<file path="src/design/vcpf_pkg.sv">
// shared types, constants and register codes of the voxel capped point filter
package vcpf_pkg;

	localparam int GRID_X_DEF = 16;
	localparam int GRID_Y_DEF = 16;
	localparam int GRID_Z_DEF = 16;

	localparam int IDX_W    = 12;
	localparam int DEPTH    = 1 << IDX_W;
	localparam int CRD_W    = 8;
	localparam int CNT_W    = 8;
	localparam int EPOCH_W  = 8;
	localparam int Q_DEPTH  = 4;
	localparam int QA_W     = $clog2(Q_DEPTH);
	localparam int ADDR_W   = 5;

	typedef enum logic [2:0] {
		ST_KEPT    = 3'd0,
		ST_FULL    = 3'd1,
		ST_INVALID = 3'd2,
		ST_OUTSIDE = 3'd3,
		ST_CLEARED = 3'd4
	} status_t;

	typedef enum logic [2:0] {
		REG_INV_X  = 3'd0,
		REG_INV_Y  = 3'd1,
		REG_INV_Z  = 3'd2,
		REG_ORG_X  = 3'd3,
		REG_ORG_Y  = 3'd4,
		REG_ORG_Z  = 3'd5,
		REG_CAP    = 3'd6
	} reg_t;

	typedef enum logic [1:0] {
		K_POINT   = 2'd0,
		K_CLEAR   = 2'd1,
		K_INVALID = 2'd2,
		K_OUTSIDE = 2'd3
	} kind_t;

	typedef struct packed {
		logic [31:0]      inv_x;
		logic [31:0]      inv_y;
		logic [31:0]      inv_z;
		logic [31:0]      org_x;
		logic [31:0]      org_y;
		logic [31:0]      org_z;
		logic [CNT_W-1:0] cap;
	} cfg_t;

	typedef struct packed {
		kind_t            kind;
		logic [IDX_W-1:0] idx;
	} qent_t;

	typedef struct packed {
		logic [EPOCH_W-1:0] tag;
		logic [CNT_W-1:0]   cnt;
	} cword_t;

endpackage

</file>
<file path="src/design/vcpf_cfg.sv">
// configuration register file behind the apb-style port
module vcpf_cfg (
	input  logic                       clk,
	input  logic                       arst_n,
	input  logic                       psel,
	input  logic                       penable,
	input  logic                       pwrite,
	input  logic [vcpf_pkg::ADDR_W-1:0] paddr,
	input  logic [31:0]                pwdata,
	output logic [31:0]                prdata,
	output logic                       pready,
	output vcpf_pkg::cfg_t             cfg
);

	vcpf_pkg::cfg_t cfg_q;
	vcpf_pkg::reg_t sel;
	logic           wr;

	assign sel    = vcpf_pkg::reg_t'(paddr[vcpf_pkg::ADDR_W-1:2]);
	assign wr     = psel && penable && pwrite;
	assign pready = 1'b1;
	assign cfg    = cfg_q;

	always_ff @(posedge clk or negedge arst_n) begin
		if (!arst_n) begin
			cfg_q.inv_x <= 32'd65536;
			cfg_q.inv_y <= 32'd65536;
			cfg_q.inv_z <= 32'd65536;
			cfg_q.org_x <= 32'd0;
			cfg_q.org_y <= 32'd0;
			cfg_q.org_z <= 32'd0;
			cfg_q.cap   <= vcpf_pkg::CNT_W'(1);
		end else if (wr) begin
			unique case (sel)
				vcpf_pkg::REG_INV_X: cfg_q.inv_x <= pwdata;
				vcpf_pkg::REG_INV_Y: cfg_q.inv_y <= pwdata;
				vcpf_pkg::REG_INV_Z: cfg_q.inv_z <= pwdata;
				vcpf_pkg::REG_ORG_X: cfg_q.org_x <= pwdata;
				vcpf_pkg::REG_ORG_Y: cfg_q.org_y <= pwdata;
				vcpf_pkg::REG_ORG_Z: cfg_q.org_z <= pwdata;
				vcpf_pkg::REG_CAP:   cfg_q.cap   <= pwdata[vcpf_pkg::CNT_W-1:0];
				default: ;
			endcase
		end
	end

	always_comb begin
		unique case (sel)
			vcpf_pkg::REG_INV_X: prdata = cfg_q.inv_x;
			vcpf_pkg::REG_INV_Y: prdata = cfg_q.inv_y;
			vcpf_pkg::REG_INV_Z: prdata = cfg_q.inv_z;
			vcpf_pkg::REG_ORG_X: prdata = cfg_q.org_x;
			vcpf_pkg::REG_ORG_Y: prdata = cfg_q.org_y;
			vcpf_pkg::REG_ORG_Z: prdata = cfg_q.org_z;
			vcpf_pkg::REG_CAP:   prdata = 32'(cfg_q.cap);
			default:             prdata = 32'd0;
		endcase
	end

endmodule

</file>
<file path="config.mk">
export PLATFORM = sky130hd
export DESIGN_NAME = vcpf_cfg
export DESIGN_NICKNAME = d
export VERILOG_FILES = /design/src/design/vcpf_pkg.sv /design/src/design/vcpf_cfg.sv
export SDC_FILE = /design/constraint.sdc
export NUM_CORES = 1
export LEC_CHECK = 0
export ABC_AREA = 1
export BUFFER_PORTS_ARGS = -buffer_cell sky130_fd_sc_hd__buf_2
export CORE_ASPECT_RATIO = 0.75
export CORE_MARGIN = 2
export CORE_UTILIZATION = 30
export CTS_CLUSTER_SIZE = 20
export DETAILED_ROUTE_END_ITERATION = 8
export GPL_ROUTABILITY_DRIVEN = 0
export SYNTH_ARGS = -nofsm -noshare
export SYNTH_HDL_FRONTEND = slang
export SYNTH_SLANG_ARGS = --single-unit
</file>
<file path="constraint.sdc">
create_clock -name clk -period 2.55 [get_ports clk]
set_clock_uncertainty 0.2 [all_clocks]
set_input_delay 0.1275 -clock clk [delete_from_list [all_inputs] [get_ports clk]]
set_output_delay 0.1275 -clock clk [all_outputs]
set_load 0.03 [all_outputs]
</file>
==> flow_metrics.tcl <==
set metrics [dict create \
    max-cap-violations 0 \
    holdWs_ns 0.0696 \
    synth-seq-cells 200 \
    dieArea_sq_um 34600 \
    routed-wl-met3_um 2880 \
    layout_stage_area_growth_over_the_synthesis_result_pct 28.3 \
    seq_area_frac_synth 0.504 \
    clkLatencyLatePin_ns 0.44 \
    seq_power_share 0.406 \
    wirelength_met1_um 17300 \
    worst-path-stages 8 \
    critical-path-max-stage-delay_ns 0.63 \
    buffers_and_inverters_on_the_worst_path 5 \
    route.detailed.wl_per_inst_um 18.8 \
    post_synth_inst_count 1294 \
    syn_nets 1336 \
    grt_setup_unrepaired "false" \
    leakage_nw 7.06 \
    max_slew_margin 0.597 \
    drv_slew 0 \
    core_region_area_sq_um 32500 \
    worst_hold_class "in -> async" \
    timing.critical_path.required_ns 2.70 \
    grt_overflow 0 \
    cp.arrival_ns 2.28 \
    critical-path-slowest-cell "sky130_fd_sc_hd__dlygate4sd3_1" \
    synth_top_area_cell "sky130_fd_sc_hd__dfrtp_1" \
    first_iter_violations 708 \
    switching_share 0.407 \
    post_route_cells_drive_above_1_share 0.233 \
    cts.sink_count 200 \
    highest_layer "met4" \
    top_cells_by_area_in_the_synthesized_netlist "sky130_fd_sc_hd__dfrtp_1 (49%), sky130_fd_sc_hd__nand2_1 (18%), sky130_fd_sc_hd__o21ai_0 (8.8%), sky130_fd_sc_hd__nand3_1 (5.6%), sky130_fd_sc_hd__nand4_1 (5.1%)" \
    clock_tree_from_tritoncts "done" \
    post_cts_resize_count 0 \
    r2r.worst_path.cells 2 \
    num-nets-final 1600 \
    p_sw_w 0.00430 \
    clock_share_of_power 0.278 \
    cts-root-buf "sky130_fd_sc_hd__clkbuf_16" \
    routed-via-count 10100 \
    maximum_level_of_the_cts_h_tree 4 \
    fin_tns_setup_ns 0 \
    clock.fmax_mhz 468 \
    internal_power_w 0.00626 \
    cp_startpoint_kind "primary input" \
    post_layout_min_period_ns 2.14 \
    routed_via_density 5.01 \
    first_global_vias 9288 \
    clock_tree.buffer_depth 2 \
    status "complete, no violations" \
    timing.critical_path.cells "dlygate4sd3_1 > buf_2 > inv_1 > nor2_4 > dlygate4sd3_1 > nand3_4 > buf_12 > o21ai_0" \
    gr-usage-all-layers 0.215 \
    period_share 0.837 \
    yosysTopAreaCellShare 0.493 \
    chipWidth_um 214 \
    synth_cell_types 23 \
    criticalPathCategory "in -> reg" \
    clock_slew_at_the_register_clock_pins_of_the_worst_setup_and_hold_paths_ns 0.08 \
    timing.critical_path.max_delay_family "buffers and inverters" \
    floorplan.initialDensity 0.306 \
    port_buffers 271 \
    vdd_drop_max_mv 0.392 \
    final_design_area_no_fill_sq_um 12800 \
    logic_pwr_share 0.316 \
    worst_setup_path_end_kind "register" \
    post-place-cells 1946 \
    cts_inserted_buffers 17 \
    grt_start_max_net_pins 76 \
    residual_antenna_violating_net_count_after_detailed_routing 0 \
    cpMostUsedCell "sky130_fd_sc_hd__dlygate4sd3_1" \
    setup_viol 0 \
    wirelength_um 37800 \
    detailroute.wirelength.met2_um 17400 \
    final_core_utilization 0.392 \
    final_cell_count_no_fill 2014 \
    final_hold_viol_count 0 \
    power_density_relative_to_cell_area_nw_per_um2 827 \
    postSynthAreaPerCell_sq_um 7.69 \
    dpl_cell_area_sq_um 11800 \
    die-height_um 162 \
    drt_first_pass_iters 7 \
    largest_register_ff_count 200 \
    synth_area_sq_um 9950 \
    grt_first_pass_wirelength_um 57300 \
    number_of_antenna_violations_at_the_first_check_in_global_routing 0 \
    tightestPinTransition_ns 0.605 \
    detailed_place_hpwl_um 25200 \
    synthesis.yosys.warnings 0 \
    drcViolationCount 0 \
    ioPinCount 275 \
    cp_max_fo 30 \
    floorplan.rows 57 \
]
kinds of logic (layout without fill, tap and decap cells):
family | count (synthesis) | after routing | share of synthesized area
compound gates | 200 | 200 | 0.101
buf+inv | 171 | 448 | 0.0776
flops | 200 | 200 | 0.504
other cells | 1 | 2 | 0.000377
simple gates | 722 | 722 | 0.318
power groups by stage:
stage          combinational [W]  sequential (W)  clock, W
3_3_place_gp             0.00328         0.00431         0
3_5_place_dp             0.00332         0.00434         0
4_1_cts                  0.00336         0.00428   0.00300
5_1_grt                  0.00359         0.00436   0.00311
2_1_floorplan           0.000950         0.00540         0
6_report                 0.00334         0.00429   0.00293
cell usage after synthesis (all sizes together):
cell type and n:
nand2 469, o21ai 200, dfrtp 196, nand3 115
nand4 81, inv 69, buf 65, nor2 57
clkbuf 37, dfstp 4, conb 1
layout make-up:
class	instances	area [sq um]
Tap cell	442	553
Sequential cell	200	5010
Timing Repair Buffer	347	2120
Antenna cell	1	2.50
Inverter	69	269
Clock buffer	20	457
Multi-Input combinational cell	923	4190
Fill cell	3414	19800
Clock inverter	12	164
layer usage:
layer  up-vias  global-route usage
li1       4763                   -
met1      4951               0.299
met2       355               0.340
met3        23              0.0549
met4         0              0.0458
met5         -                   0
path summary, 6_finish.rpt:
| check | startpoint | to | slack [ns] |
|---|---|---|---|
| min in group clk | paddr[2] | cfg[63] | 0.07 |
| max | pwrite | cfg[130] | 0.41 |
| max reg2reg | cfg[152] | cfg[152] | 1.58 |
| min | arst_n | cfg[110] | 0.07 |
| min reg2reg | cfg[184] | cfg[184] | 0.29 |
| max in group asynchronous | arst_n | cfg[131] | 1.28 |
per-stage QoR:
stage	power, W	setup slack [ns]
floorplan	0.00635	1.08
global placement	0.00759	0.479
detailed placement	0.00765	0.464
CTS	0.0106	0.442
global route	0.0111	0.283
finish	0.0106	0.414
placed cells by master, fill, tap and decap left out:
| cell | Yosys | final |
|---|---|---|
| sky130_fd_sc_hd__nand2_1 | 468 | 466 |
| sky130_fd_sc_hd__buf_2 | 49 | 268 |
| sky130_fd_sc_hd__dfrtp_1 | 196 | 196 |
| sky130_fd_sc_hd__o21ai_0 | 174 | 174 |
| sky130_fd_sc_hd__nand3_1 | 112 | 112 |
| sky130_fd_sc_hd__nand4_1 | 81 | 81 |
| sky130_fd_sc_hd__inv_1 | 65 | 65 |
| sky130_fd_sc_hd__nor2_1 | 48 | 48 |
| sky130_fd_sc_hd__buf_4 | 9 | 36 |
| sky130_fd_sc_hd__dlygate4sd3_1 | 0 | 35 |
| sky130_fd_sc_hd__o21ai_1 | 26 | 26 |
| sky130_fd_sc_hd__clkbuf_16 | 0 | 17 |
| sky130_fd_sc_hd__nor2_4 | 3 | 7 |
| sky130_fd_sc_hd__buf_12 | 0 | 7 |
| sky130_fd_sc_hd__inv_4 | 2 | 4 |
| sky130_fd_sc_hd__dfstp_2 | 4 | 4 |
| sky130_fd_sc_hd__clkbuf_8 | 0 | 3 |
| sky130_fd_sc_hd__bufinv_16 | 0 | 3 |
| sky130_fd_sc_hd__nor2_8 | 2 | 2 |
| sky130_fd_sc_hd__nand2_2 | 0 | 2 |
| sky130_fd_sc_hd__nand3_4 | 2 | 2 |
| sky130_fd_sc_hd__inv_8 | 0 | 2 |
| sky130_fd_sc_hd__inv_6 | 0 | 2 |
| sky130_fd_sc_hd__clkinvlp_4 | 0 | 2 |
| sky130_fd_sc_hd__clkinv_2 | 0 | 2 |
| sky130_fd_sc_hd__diode_2 | 0 | 1 |
| sky130_fd_sc_hd__nand3_2 | 1 | 1 |
| sky130_fd_sc_hd__nand2_4 | 1 | 1 |
| sky130_fd_sc_hd__conb_1 | 1 | 1 |
| sky130_fd_sc_hd__clkinv_4 | 0 | 1 |
| sky130_fd_sc_hd__clkbuf_1 | 37 | 1 |
what timing repair did:
action,CTS,global route
hold buffers,35,0
setup buffers,0,0
hold endpoints to repair,338,0
Note: power is estimated with default switching activity, not from simulation.
