### src/design/vcpf_pkg.sv
// shared types, constants and register codes of the voxel capped point filter
package vcpf_pkg;

	localparam int GRID_X_DEF = 16;
	localparam int GRID_Y_DEF = 16;
	localparam int GRID_Z_DEF = 16;

	localparam int IDX_W    = 12;
	localparam int DEPTH    = 1 << IDX_W;
	localparam int CRD_W    = 8;
	localparam int CNT_W    = 8;
	localparam int EPOCH_W  = 8;
	localparam int Q_DEPTH  = 4;
	localparam int QA_W     = $clog2(Q_DEPTH);
	localparam int ADDR_W   = 5;

	typedef enum logic [2:0] {
		ST_KEPT    = 3'd0,
		ST_FULL    = 3'd1,
		ST_INVALID = 3'd2,
		ST_OUTSIDE = 3'd3,
		ST_CLEARED = 3'd4
	} status_t;

	typedef enum logic [2:0] {
		REG_INV_X  = 3'd0,
		REG_INV_Y  = 3'd1,
		REG_INV_Z  = 3'd2,
		REG_ORG_X  = 3'd3,
		REG_ORG_Y  = 3'd4,
		REG_ORG_Z  = 3'd5,
		REG_CAP    = 3'd6
	} reg_t;

	typedef enum logic [1:0] {
		K_POINT   = 2'd0,
		K_CLEAR   = 2'd1,
		K_INVALID = 2'd2,
		K_OUTSIDE = 2'd3
	} kind_t;

	typedef struct packed {
		logic [31:0]      inv_x;
		logic [31:0]      inv_y;
		logic [31:0]      inv_z;
		logic [31:0]      org_x;
		logic [31:0]      org_y;
		logic [31:0]      org_z;
		logic [CNT_W-1:0] cap;
	} cfg_t;

	typedef struct packed {
		kind_t            kind;
		logic [IDX_W-1:0] idx;
	} qent_t;

	typedef struct packed {
		logic [EPOCH_W-1:0] tag;
		logic [CNT_W-1:0]   cnt;
	} cword_t;

endpackage

### src/design/vcpf_queue.sv
// short fifo of classified entries between front and back
module vcpf_queue (
	input  logic            clk,
	input  logic            arst_n,
	input  logic            push,
	input  vcpf_pkg::qent_t din,
	output logic            full,
	input  logic            pop,
	output vcpf_pkg::qent_t dout,
	output logic            empty
);

	vcpf_pkg::qent_t           ent_q [vcpf_pkg::Q_DEPTH];
	logic [vcpf_pkg::QA_W-1:0] wptr_q, rptr_q;
	logic [vcpf_pkg::QA_W:0]   cnt_q;
	logic                      do_push, do_pop;

	assign full    = cnt_q == (vcpf_pkg::QA_W+1)'(vcpf_pkg::Q_DEPTH);
	assign empty   = cnt_q == '0;
	assign do_push = push && !full;
	assign do_pop  = pop && !empty;
	assign dout    = ent_q[rptr_q];

	always_ff @(posedge clk or negedge arst_n) begin
		if (!arst_n) begin
			wptr_q <= '0;
			rptr_q <= '0;
			cnt_q  <= '0;
		end else begin
			if (do_push) wptr_q <= wptr_q + 1'b1;
			if (do_pop) rptr_q <= rptr_q + 1'b1;
			if (do_push && !do_pop) cnt_q <= cnt_q + 1'b1;
			else if (do_pop && !do_push) cnt_q <= cnt_q - 1'b1;
		end
	end

	always_ff @(posedge clk) begin
		if (do_push) ent_q[wptr_q] <= din;
	end

endmodule

### config.mk
export PLATFORM = sky130hd
export DESIGN_NAME = vcpf_queue
export DESIGN_NICKNAME = d
export VERILOG_FILES = /design/src/design/vcpf_pkg.sv /design/src/design/vcpf_queue.sv
export SDC_FILE = /design/constraint.sdc
export NUM_CORES = 1
export LEC_CHECK = 0
export BUFFER_PORTS_ARGS = -buffer_cell sky130_fd_sc_hd__buf_2
export CAP_MARGIN = 10
export CORE_MARGIN = 5
export CORE_UTILIZATION = 52
export CTS_CLUSTER_DIAMETER = 200
export DETAILED_ROUTE_END_ITERATION = 8
export PLACE_DENSITY = 0.73
export SLEW_MARGIN = 20
export SYNTH_ARGS = -nofsm -noshare
export SYNTH_HDL_FRONTEND = slang
export SYNTH_SLANG_ARGS = --single-unit
### constraint.sdc
create_clock -name clk -period 6.3 [get_ports clk]
set_input_delay 0.315 -clock clk [delete_from_list [all_inputs] [get_ports clk]]
set_output_delay 0.315 -clock clk [all_outputs]
set_load 0.01 [all_outputs]
==> results of run 1 <==
[layout by cell type (no fill, tap or decap), drive strengths merged, types with 2 or more instances in the layout]
master / synthesis / routed
ha: 5 / 5
mux2: 2 / 2
and2: 4 / 4
mux4: 14 / 14
clkbuf: 0 / 9
clkinv: 0 / 3
edfxtp: 56 / 56
clkinvlp: 0 / 2
xor2: 2 / 2
dfrtp: 7 / 7
inv: 4 / 5
xnor2: 4 / 4
buf: 4 / 33
[metrics by stage]
stage	hold WS, ns	utilization (%)	cells	power (mW)	worst slack (ns)
5_1_grt	0.181	61.2	209	1.42	3.67
2_1_floorplan	0.0194	-	109	0.907	4.32
4_1_cts	0.183	61.2	209	1.37	3.81
3_5_place_dp	0.159	56.8	192	1.02	4.07
6_report	0.196	61.2	209	1.34	3.89
3_3_place_gp	0.153	56.8	192	0.998	4.19
[cell type report]
cell class              instances  share of cell area (%)
flip-flops and latches         63                    65.1
multi-input cells              38                    19.0
repair buffers                 34                    6.14
clock buffers                   9                    4.34
clock inverters                 7                    2.54
well taps                      54                    2.37
inverters                       4                   0.526
[sequential cells by signal, summed over array words and instances (netlist names)]
register / cells
ent_q: 56
cnt_q: 3
rptr_q: 2
wptr_q: 2
[kinds of logic after synthesis]
kind of cell,Yosys count
simple gates,10
fa+ha+maj,6
flops,63
xor+xnor,6
mux,16
buf+inv,8
[power groups by stage]
stage | Clock, mW | Combinational [mW] | Sequential (mW)
3_3_place_gp | 0 | 0.352 | 0.646
6_report | 0.340 | 0.358 | 0.645
3_5_place_dp | 0 | 0.365 | 0.658
2_1_floorplan | 0 | 0.310 | 0.598
4_1_cts | 0.348 | 0.368 | 0.649
5_1_grt | 0.364 | 0.392 | 0.662
[worst paths after layout]
check	from	to	slack (ns)
worst max-delay path	rptr_q[0]$_DFFE_PN0P_	dout[7]	3.89
worst min-delay path	din[12]	ent_q[3][12]$_DFFE_PP_	0.20
worst max register to register	cnt_q[2]$_DFFE_PN0P_	cnt_q[2]$_DFFE_PN0P_	4.08
worst min register to register	cnt_q[2]$_DFFE_PN0P_	cnt_q[2]$_DFFE_PN0P_	0.52
max in group asynchronous	arst_n	wptr_q[0]$_DFFE_PN0P_	5.79
min in group asynchronous	arst_n	cnt_q[0]$_DFFE_PN0P_	0.35
[layer usage]
layer / global-route usage (%) / wire, um / vias to the layer above / share of wire [%]
met5: 0 / 0 / - / 0
met4: 8.25 / 74 / 0 / 1.8
met3: 4.65 / 200 / 9 / 5.0
met2: 23.3 / 2010 / 34 / 50
met1: 17.6 / 1730 / 580 / 43
li1: - / - / 514 / -
[timing repair]
action,CTS,global route
hold endpoints to repair,7,0
hold buffers,1,0
setup buffers,0,0
resized for setup,0,0
==> impl_metrics.tcl, run 1 <==
set metrics [dict create \
    outcome "finished, final reports clean" \
    ios 34 \
    switchingPower_uw 407 \
    synth_most_common_cell "edfxtp_1" \
    multiInputGateArea_sq_um 543 \
    leakagePower_nw 1.04 \
    synth_mux_area_share_pct 14.0 \
    ir_drop_mv 0.256 \
    fmax_ghz 0.415 \
    worstHoldPathType "input port to flip-flop" \
    clk_latency_ns 0.33 \
    period_share_pct 38.3 \
    drive_gt1_share_pct 41.9 \
    wl_per_cell_um 19.2 \
    synth-simple-area-share_pct 2.54 \
    synth.area.top_cells "edfxtp_1 68%, mux4_2 12%, dfrtp_1 7.1%" \
    synth_compound_area_share_pct 0 \
    synth_common_cells "56 x edfxtp_1, 13 x mux4_2, 7 x dfrtp_1" \
    crit_fanout 16 \
    port_buffers 33 \
    synth_cells 109 \
    start_util_pct 52.8 \
    ys_async_sr_fraction_pct 11.1 \
    die_h_um 78.8 \
    cts_max_path_buffers 2 \
    ys.warnings.count 0 \
    grt_pass1_wl_um 6530 \
    clkSinkCount 63 \
    grt_max_degree 17 \
    endpoint_kind "primary output" \
    swShare_pct 30.3 \
    p_clk_share_pct 25.3 \
    synth_edf_count 56 \
    n_fill_cell 326 \
    path_delay_family "flip-flops" \
    dr.pass1.iters 4 \
    first_global_vias 1309 \
    drc_errors 0 \
    drv_slew 0 \
    cp.required_ns 5.98 \
    path_class "flip-flop to primary output" \
    seqCellArea_sq_um 1860 \
    reg2reg_depth 8 \
    grt-ovfl-total 0 \
    clkTransAtPathRegs_ns 0.07 \
    yosysSeqAreaShare_pct 75.4 \
    core-area_sq_um 4660 \
    antenna_found_initial 0 \
    ys.flop_type "edfxtp_1" \
    fin_tns_setup_ns 0 \
    placed_area_sq_um 2650 \
    synth_fp_nets 133 \
    timing.max_cap.violations 0 \
    relSlewSlack_pct 36.2 \
    combPwrFrac_pct 26.7 \
    avgSynthCellArea_sq_um 22.6 \
    n_antenna_cell 0 \
    hpwl_um 2600 \
    cts_buffers 9 \
    min_delay_path_depth 1 \
    setup_violations 0 \
    synth_top_cell_by_area "edfxtp_1" \
    hold_viol 0 \
    vias 1137 \
    grt_usage_pct 14.6 \
    stdcell_area_sq_um 2850 \
    viasPerCell 5.44 \
    h-tree-depth 3 \
    power_density_nw_per_um2 471 \
    ant_nets 0 \
    gp_congestion 0.681 \
    die_area_sq_um 6210 \
    wl_um 4010 \
    synth_cell_types 21 \
    crit_cells 2 \
    tightest_slew_ns 0.957 \
    synth_top_family_by_area "multiplexers" \
    cp.arrival_ns 2.10 \
    cts_tree "done" \
    area_growth_pct 15.9 \
    rsz0062_at_grt "false" \
    min_period_ns 2.41 \
    first_iter_violations 73 \
    nets 174 \
    critPathBufInv 1 \
    chipWidth_um 78.8 \
    yosysTopAreaCellShare_pct 68.3 \
    synth-adder-area-share_pct 3.35 \
    p_int_uw 937 \
    max_stage_delay_ns 0.97 \
    seqPwrFrac_pct 48.0 \
    ys_ff_latch 63 \
    rows 25 \
    finalClockSkew_ns 0.00464 \
    yosys.area_share.xor_xnor_pct 2.13 \
    cts_root_buf "clkbuf_8" \
    crit_chain "mux4_1 -> buf_2" \
    netlist_area_sq_um 2460 \
    slowest_stage "dfrtp_1" \
    start_kind "flip-flop" \
]
No activity file was read; power rests on OpenSTA's default activity.
==> run 2: changes to the inputs <==
Clock period 6.3 ns to 2.3 ns, I/O delays scaled along.
==> impl_metrics.tcl, run 2 (same netlist as run 1, synthesis figures left out) <==
set metrics [dict create \
    cts_buffers 9 \
    min_period_ns 2.15 \
    topRoutingLayerUsed "met4" \
    largest_register_ffs 56 \
    wl_um 4130 \
    rows 25 \
    endpoint_kind "flip-flop" \
    core-area_sq_um 4660 \
    rsz0062_at_grt "false" \
    vias 1203 \
    first_iter_violations 57 \
    hold_viol 0 \
    grt_usage_pct 15.5 \
    fmax_ghz 0.466 \
    cts_max_path_buffers 2 \
    cts_tree "done" \
    crit_fanout 4 \
    viasPerCell 5.23 \
    placed_area_sq_um 2700 \
    combPwrFrac_pct 28.3 \
    met1_length_um 1640 \
    seqPwrFrac_pct 43.2 \
    tightest_slew_ns 0.710 \
    ir_drop_mv 0.915 \
    cts_resized 0 \
    grt_max_degree 16 \
    drv_slew 0 \
    layout_commonest_cell "edfxtp_1" \
    path_class "flip-flop to flip-flop" \
    drc_errors 0 \
    switchingPower_mw 1.11 \
    wl_per_cell_um 18.0 \
    grt-ovfl-total 0 \
    seqCellArea_sq_um 1860 \
    setup_violations 0 \
    p_clk_share_pct 28.6 \
    start_kind "flip-flop" \
    layout_common_cells "56 x edfxtp_1, 33 x buf_2, 15 x dlygate4sd3_1" \
    relSlewSlack_pct 52.7 \
    die_h_um 78.8 \
    clk_latency_ns 0.34 \
    clkTransAtPathRegs_ns 0.06 \
    largestRegisters "ent_q x56, cnt_q x3" \
    n_fill_cell 317 \
    swShare_pct 28.0 \
    h-tree-depth 3 \
    power_density_nw_per_um2 1280 \
    p_int_mw 2.84 \
    chipWidth_um 78.8 \
    dr_wl_met2_um 2160 \
    worstHoldPathType "input port to flip-flop" \
    nets 195 \
    multiInputGateArea_sq_um 543 \
    clkSinkCount 63 \
    antenna_found_initial 0 \
    finalClockSkew_ns 0.00964 \
    ios 34 \
    hpwl_um 2700 \
    start_util_pct 52.8 \
    fin_tns_setup_ns 0 \
    cts_root_buf "clkbuf_8" \
    timing.max_cap.violations 0 \
    ant_nets 0 \
    wl_met3_um 192 \
    n_antenna_cell 0 \
    largest_register "ent_q" \
    drive_gt1_share_pct 39.8 \
    first_global_vias 1390 \
    port_buffers 33 \
    die_area_sq_um 6210 \
    gp_congestion 0.621 \
    area_growth_pct 25.4 \
    cp.arrival_ns 2.40 \
    outcome "finished, final reports clean" \
    grt_pass1_wl_um 6800 \
    period_share_pct 93.3 \
    leakagePower_nw 1.15 \
    dr.pass1.iters 4 \
    stdcell_area_sq_um 3090 \
    cp.required_ns 2.55 \
]
==> run 2: cell count changes in the layout (fill, tap and decap cells not counted), sizes merged <==
cell,before,now
buf,33,40
bufinv,1,3
clkbuf,9,10
clkinv,3,1
dlygate4sd3,1,15
inv,5,4
==> run 2: area by class of cell <==
class | count | area share [%]
multi-input cells | 38 | 17.6
flip-flops and latches | 63 | 60.2
clock buffers | 10 | 4.13
inverters | 4 | 0.486
well taps | 54 | 2.19
clock inverters | 6 | 3.53
repair buffers | 55 | 11.9
==> run 2: power groups by stage <==
stage	logic (mW)	registers [mW]	clock network, mW
6_report	1.12	1.71	1.13
3_5_place_dp	1.12	1.74	0
3_3_place_gp	1.09	1.72	0
2_1_floorplan	0.848	1.64	0
4_1_cts	1.15	1.72	1.16
5_1_grt	1.23	1.74	1.22
==> run 2: path summary, 6_finish.rpt <==
path / endpoint / slack, ns / startpoint / cells past startpoint
max: cnt_q[2]$_DFFE_PN0P_ / 0.15 / cnt_q[0]$_DFFE_PN0P_ / 8
min: rptr_q[1]$_DFFE_PN0P_ / 0.08 / pop / 3
max reg2reg: cnt_q[2]$_DFFE_PN0P_ / 0.15 / cnt_q[0]$_DFFE_PN0P_ / 8
min reg2reg: cnt_q[2]$_DFFE_PN0P_ / 0.51 / cnt_q[2]$_DFFE_PN0P_ / 1
max in group asynchronous: rptr_q[0]$_DFFE_PN0P_ / 2.00 / arst_n / 2
min in group asynchronous: cnt_q[1]$_DFFE_PN0P_ / 0.14 / arst_n / 2
==> run 2: worst max-delay path, stage by stage, from the launching register on <==
cell and delay, ns:
dfrtp_1 0.44, or3_1 0.44, nand2_1 0.13, ha_1 0.19
inv_1 0.06, fa_1 0.37, xor2_1 0.15, nor2_1 0.12
xor2_1 0.16
==> run 2: metrics by stage <==
stage | std cells | hold slack [ns] | utilization [%] | setup slack (ns) | power (mW)
after floorplan | 109 | -0.181 | - | 0.323 | 2.49
after global placement | 199 | -0.0455 | 57.9 | 0.290 | 2.81
after detailed placement | 199 | -0.0393 | 57.9 | 0.139 | 2.86
after CTS | 230 | 0.0557 | 66.2 | 0.139 | 4.02
after global routing | 230 | 0.0795 | 66.2 | 0.0592 | 4.19
final | 230 | 0.0790 | 66.2 | 0.153 | 3.95
==> run 2: timing repair <==
| action | in CTS | in global routing |
|---|---|---|
| endpoints found under the setup margin | 0 | 0 |
| setup buffers | 0 | 0 |
| hold endpoints to repair | 63 | 0 |
| hold buffers | 15 | 0 |
==> run 2: routing by layer <==
metal | track usage, % | vias to the layer above
met4 | 11.0 | 0
met3 | 3.29 | 12
met2 | 26.1 | 34
met1 | 17.5 | 603
met5 | 0 | -
li1 | - | 554
==> run 3: changes to the inputs <==
Settings changed: CORE_UTILIZATION 52 to 50, PLACE_DENSITY 0.73 to 0.74.
Clock period 2.3 ns to 1.8 ns, I/O delays scaled along.
==> impl_metrics.tcl, run 3 (same netlist as run 1, synthesis figures left out) <==
set metrics [dict create \
    outcome "finished with violations" \
    violations "negative setup slack" \
    cts_buffers 9 \
    hpwl_um 2820 \
    n_fill_cell 337 \
    dpl.cell_count 225 \
    stdcell_count 258 \
    layout_commonest_cell "edfxtp_1" \
    rsz0062_at_grt "true" \
    crit_fanout 2 \
    tightest_slew_ns 0.186 \
    fmax_ghz 0.538 \
    start_kind "flip-flop" \
    leakagePower_nw 1.23 \
    cp.arrival_ns 2.08 \
    antenna_found_initial 0 \
    largest_register_ffs 56 \
    gp_congestion 0.780 \
    crit_chain "buf_4 -> nor3b_4 -> nor2b_2 -> ha_4 -> inv_2 -> fa_2 -> mux2_4" \
    largest_register "ent_q" \
    placed_area_sq_um 2840 \
    setup_violations 2 \
    slowest_stage "fa_2" \
    setup_slack_ns -0.0593 \
    grt_max_degree 13 \
    fin_tns_setup_ns -0.0934 \
    hold_viol 0 \
    ant_nets 0 \
    ir_drop_mv 1.00 \
    critPathBufInv 2 \
    hold_start "pop" \
    period_share_pct 103 \
    ff2ff_setup_slack_ns -0.06 \
    grt_pass1_wl_um 6970 \
    worstHoldPathType "input port to flip-flop" \
    grt-ovfl-total 0 \
    stdcell_area_sq_um 3240 \
    cts_tree "done" \
    path_class "flip-flop to flip-flop" \
    cp.required_ns 2.02 \
    path_delay_family "adder cells" \
    largestRegisters "ent_q x56, cnt_q x3" \
    layout_common_cells "56 x edfxtp_1, 33 x buf_2, 22 x buf_4" \
    chipWidth_um 80.2 \
    startpoint "cnt_q[1]$_DFFE_PN0P_" \
    wl_per_cell_um 16.4 \
    endpoint_kind "flip-flop" \
    ios 34 \
    finalClockSkew_ns 0.00491 \
    dr.pass1.iters 4 \
    core-area_sq_um 4750 \
    clkTransAtPathRegs_ns 0.07 \
    wl_um 4240 \
    grt_usage_pct 15.5 \
    nets 210 \
    drc_errors 0 \
    max_stage_delay_ns 0.42 \
    clk_latency_ns 0.34 \
    cts_root_buf "clkbuf_8" \
    start_util_pct 51.8 \
    area_growth_pct 31.6 \
    vias 1279 \
    timing.rr.start "cnt_q[1]$_DFFE_PN0P_" \
    clkSinkCount 63 \
    die_h_um 80.2 \
    drive_gt1_share_pct 49.2 \
    timing.max_cap.violations 0 \
    relSlewSlack_pct 87.5 \
    power_density_nw_per_um2 1610 \
    h-tree-depth 3 \
    first_global_vias 1446 \
    first_iter_violations 83 \
    port_buffers 33 \
    min_period_ns 1.86 \
    cts_max_path_buffers 2 \
    rows 25 \
    finalPower_mw 5.23 \
    die_area_sq_um 6430 \
    n_antenna_cell 0 \
    drv_slew 0 \
    viasPerCell 4.96 \
]
## run 3: repair_timing
action	in CTS	in global routing
hold buffers	15	0
setup buffers	2	0
hold endpoints to repair	63	0
resized for setup	4	1
setup endpoints to repair	2	2
pin swaps	5	1
## run 3: final cells by class
cell class                      instances  area, sq um  area share [%]
Clock inverter                          7         96.3            2.97
Tap cell                               67         83.8            2.59
Clock buffer                            9          124            3.82
Timing Repair Buffer                   70          480            14.8
Sequential cell                        63         1860            57.3
Inverter                                4         15.0           0.463
Multi-Input combinational cell         38          583            18.0
## run 3: final timing paths
path,endpoint,depth (start not counted)
worst max-delay path,cnt_q[1]$_DFFE_PN0P_,7
worst min-delay path,rptr_q[1]$_DFFE_PN0P_,3
worst max register to register,cnt_q[1]$_DFFE_PN0P_,7
worst min register to register,cnt_q[2]$_DFFE_PN0P_,2
max in group asynchronous,cnt_q[0]$_DFFE_PN0P_,2
min in group asynchronous,wptr_q[0]$_DFFE_PN0P_,2
## run 3: per-stage QoR
step | hold slack, ns | worst slack (ns) | utilization (%)
2_1_floorplan | -0.206 | -0.0720 | -
3_3_place_gp | -0.0708 | -0.0304 | 59.7
3_5_place_dp | -0.0671 | -0.0929 | 59.7
4_1_cts | 0.0563 | -0.0508 | 68.1
5_1_grt | 0.0823 | -0.132 | 68.2
6_report | 0.0763 | -0.0593 | 68.2
## run 3: where the power goes
group | switching (mW) | total, mW | internal [mW]
sequential | 0.112 | 2.07 | 1.96
combinational | 0.853 | 1.82 | 0.970
clock | 0.554 | 1.33 | 0.780
total | 1.52 | 5.23 | 3.71
## run 3: worst register-to-register path: cells and delay by family, from the launching register on
family	cells	cell delay, ns
DFF	1	0.39
buffers and inverters	2	0.20
adders and majority gates	2	0.59
and+or+nand+nor	2	0.29
muxes	1	0.28
## run 3: per-layer routing
metal / wire length [um] / track usage (%) / vias to the layer above
li1: - / - / 586
met1: 1540 / 15.8 / 642
met2: 2370 / 27.2 / 39
met3: 240 / 6.05 / 12
met4: 92 / 8.45 / 0
met5: 0 / 0 / -
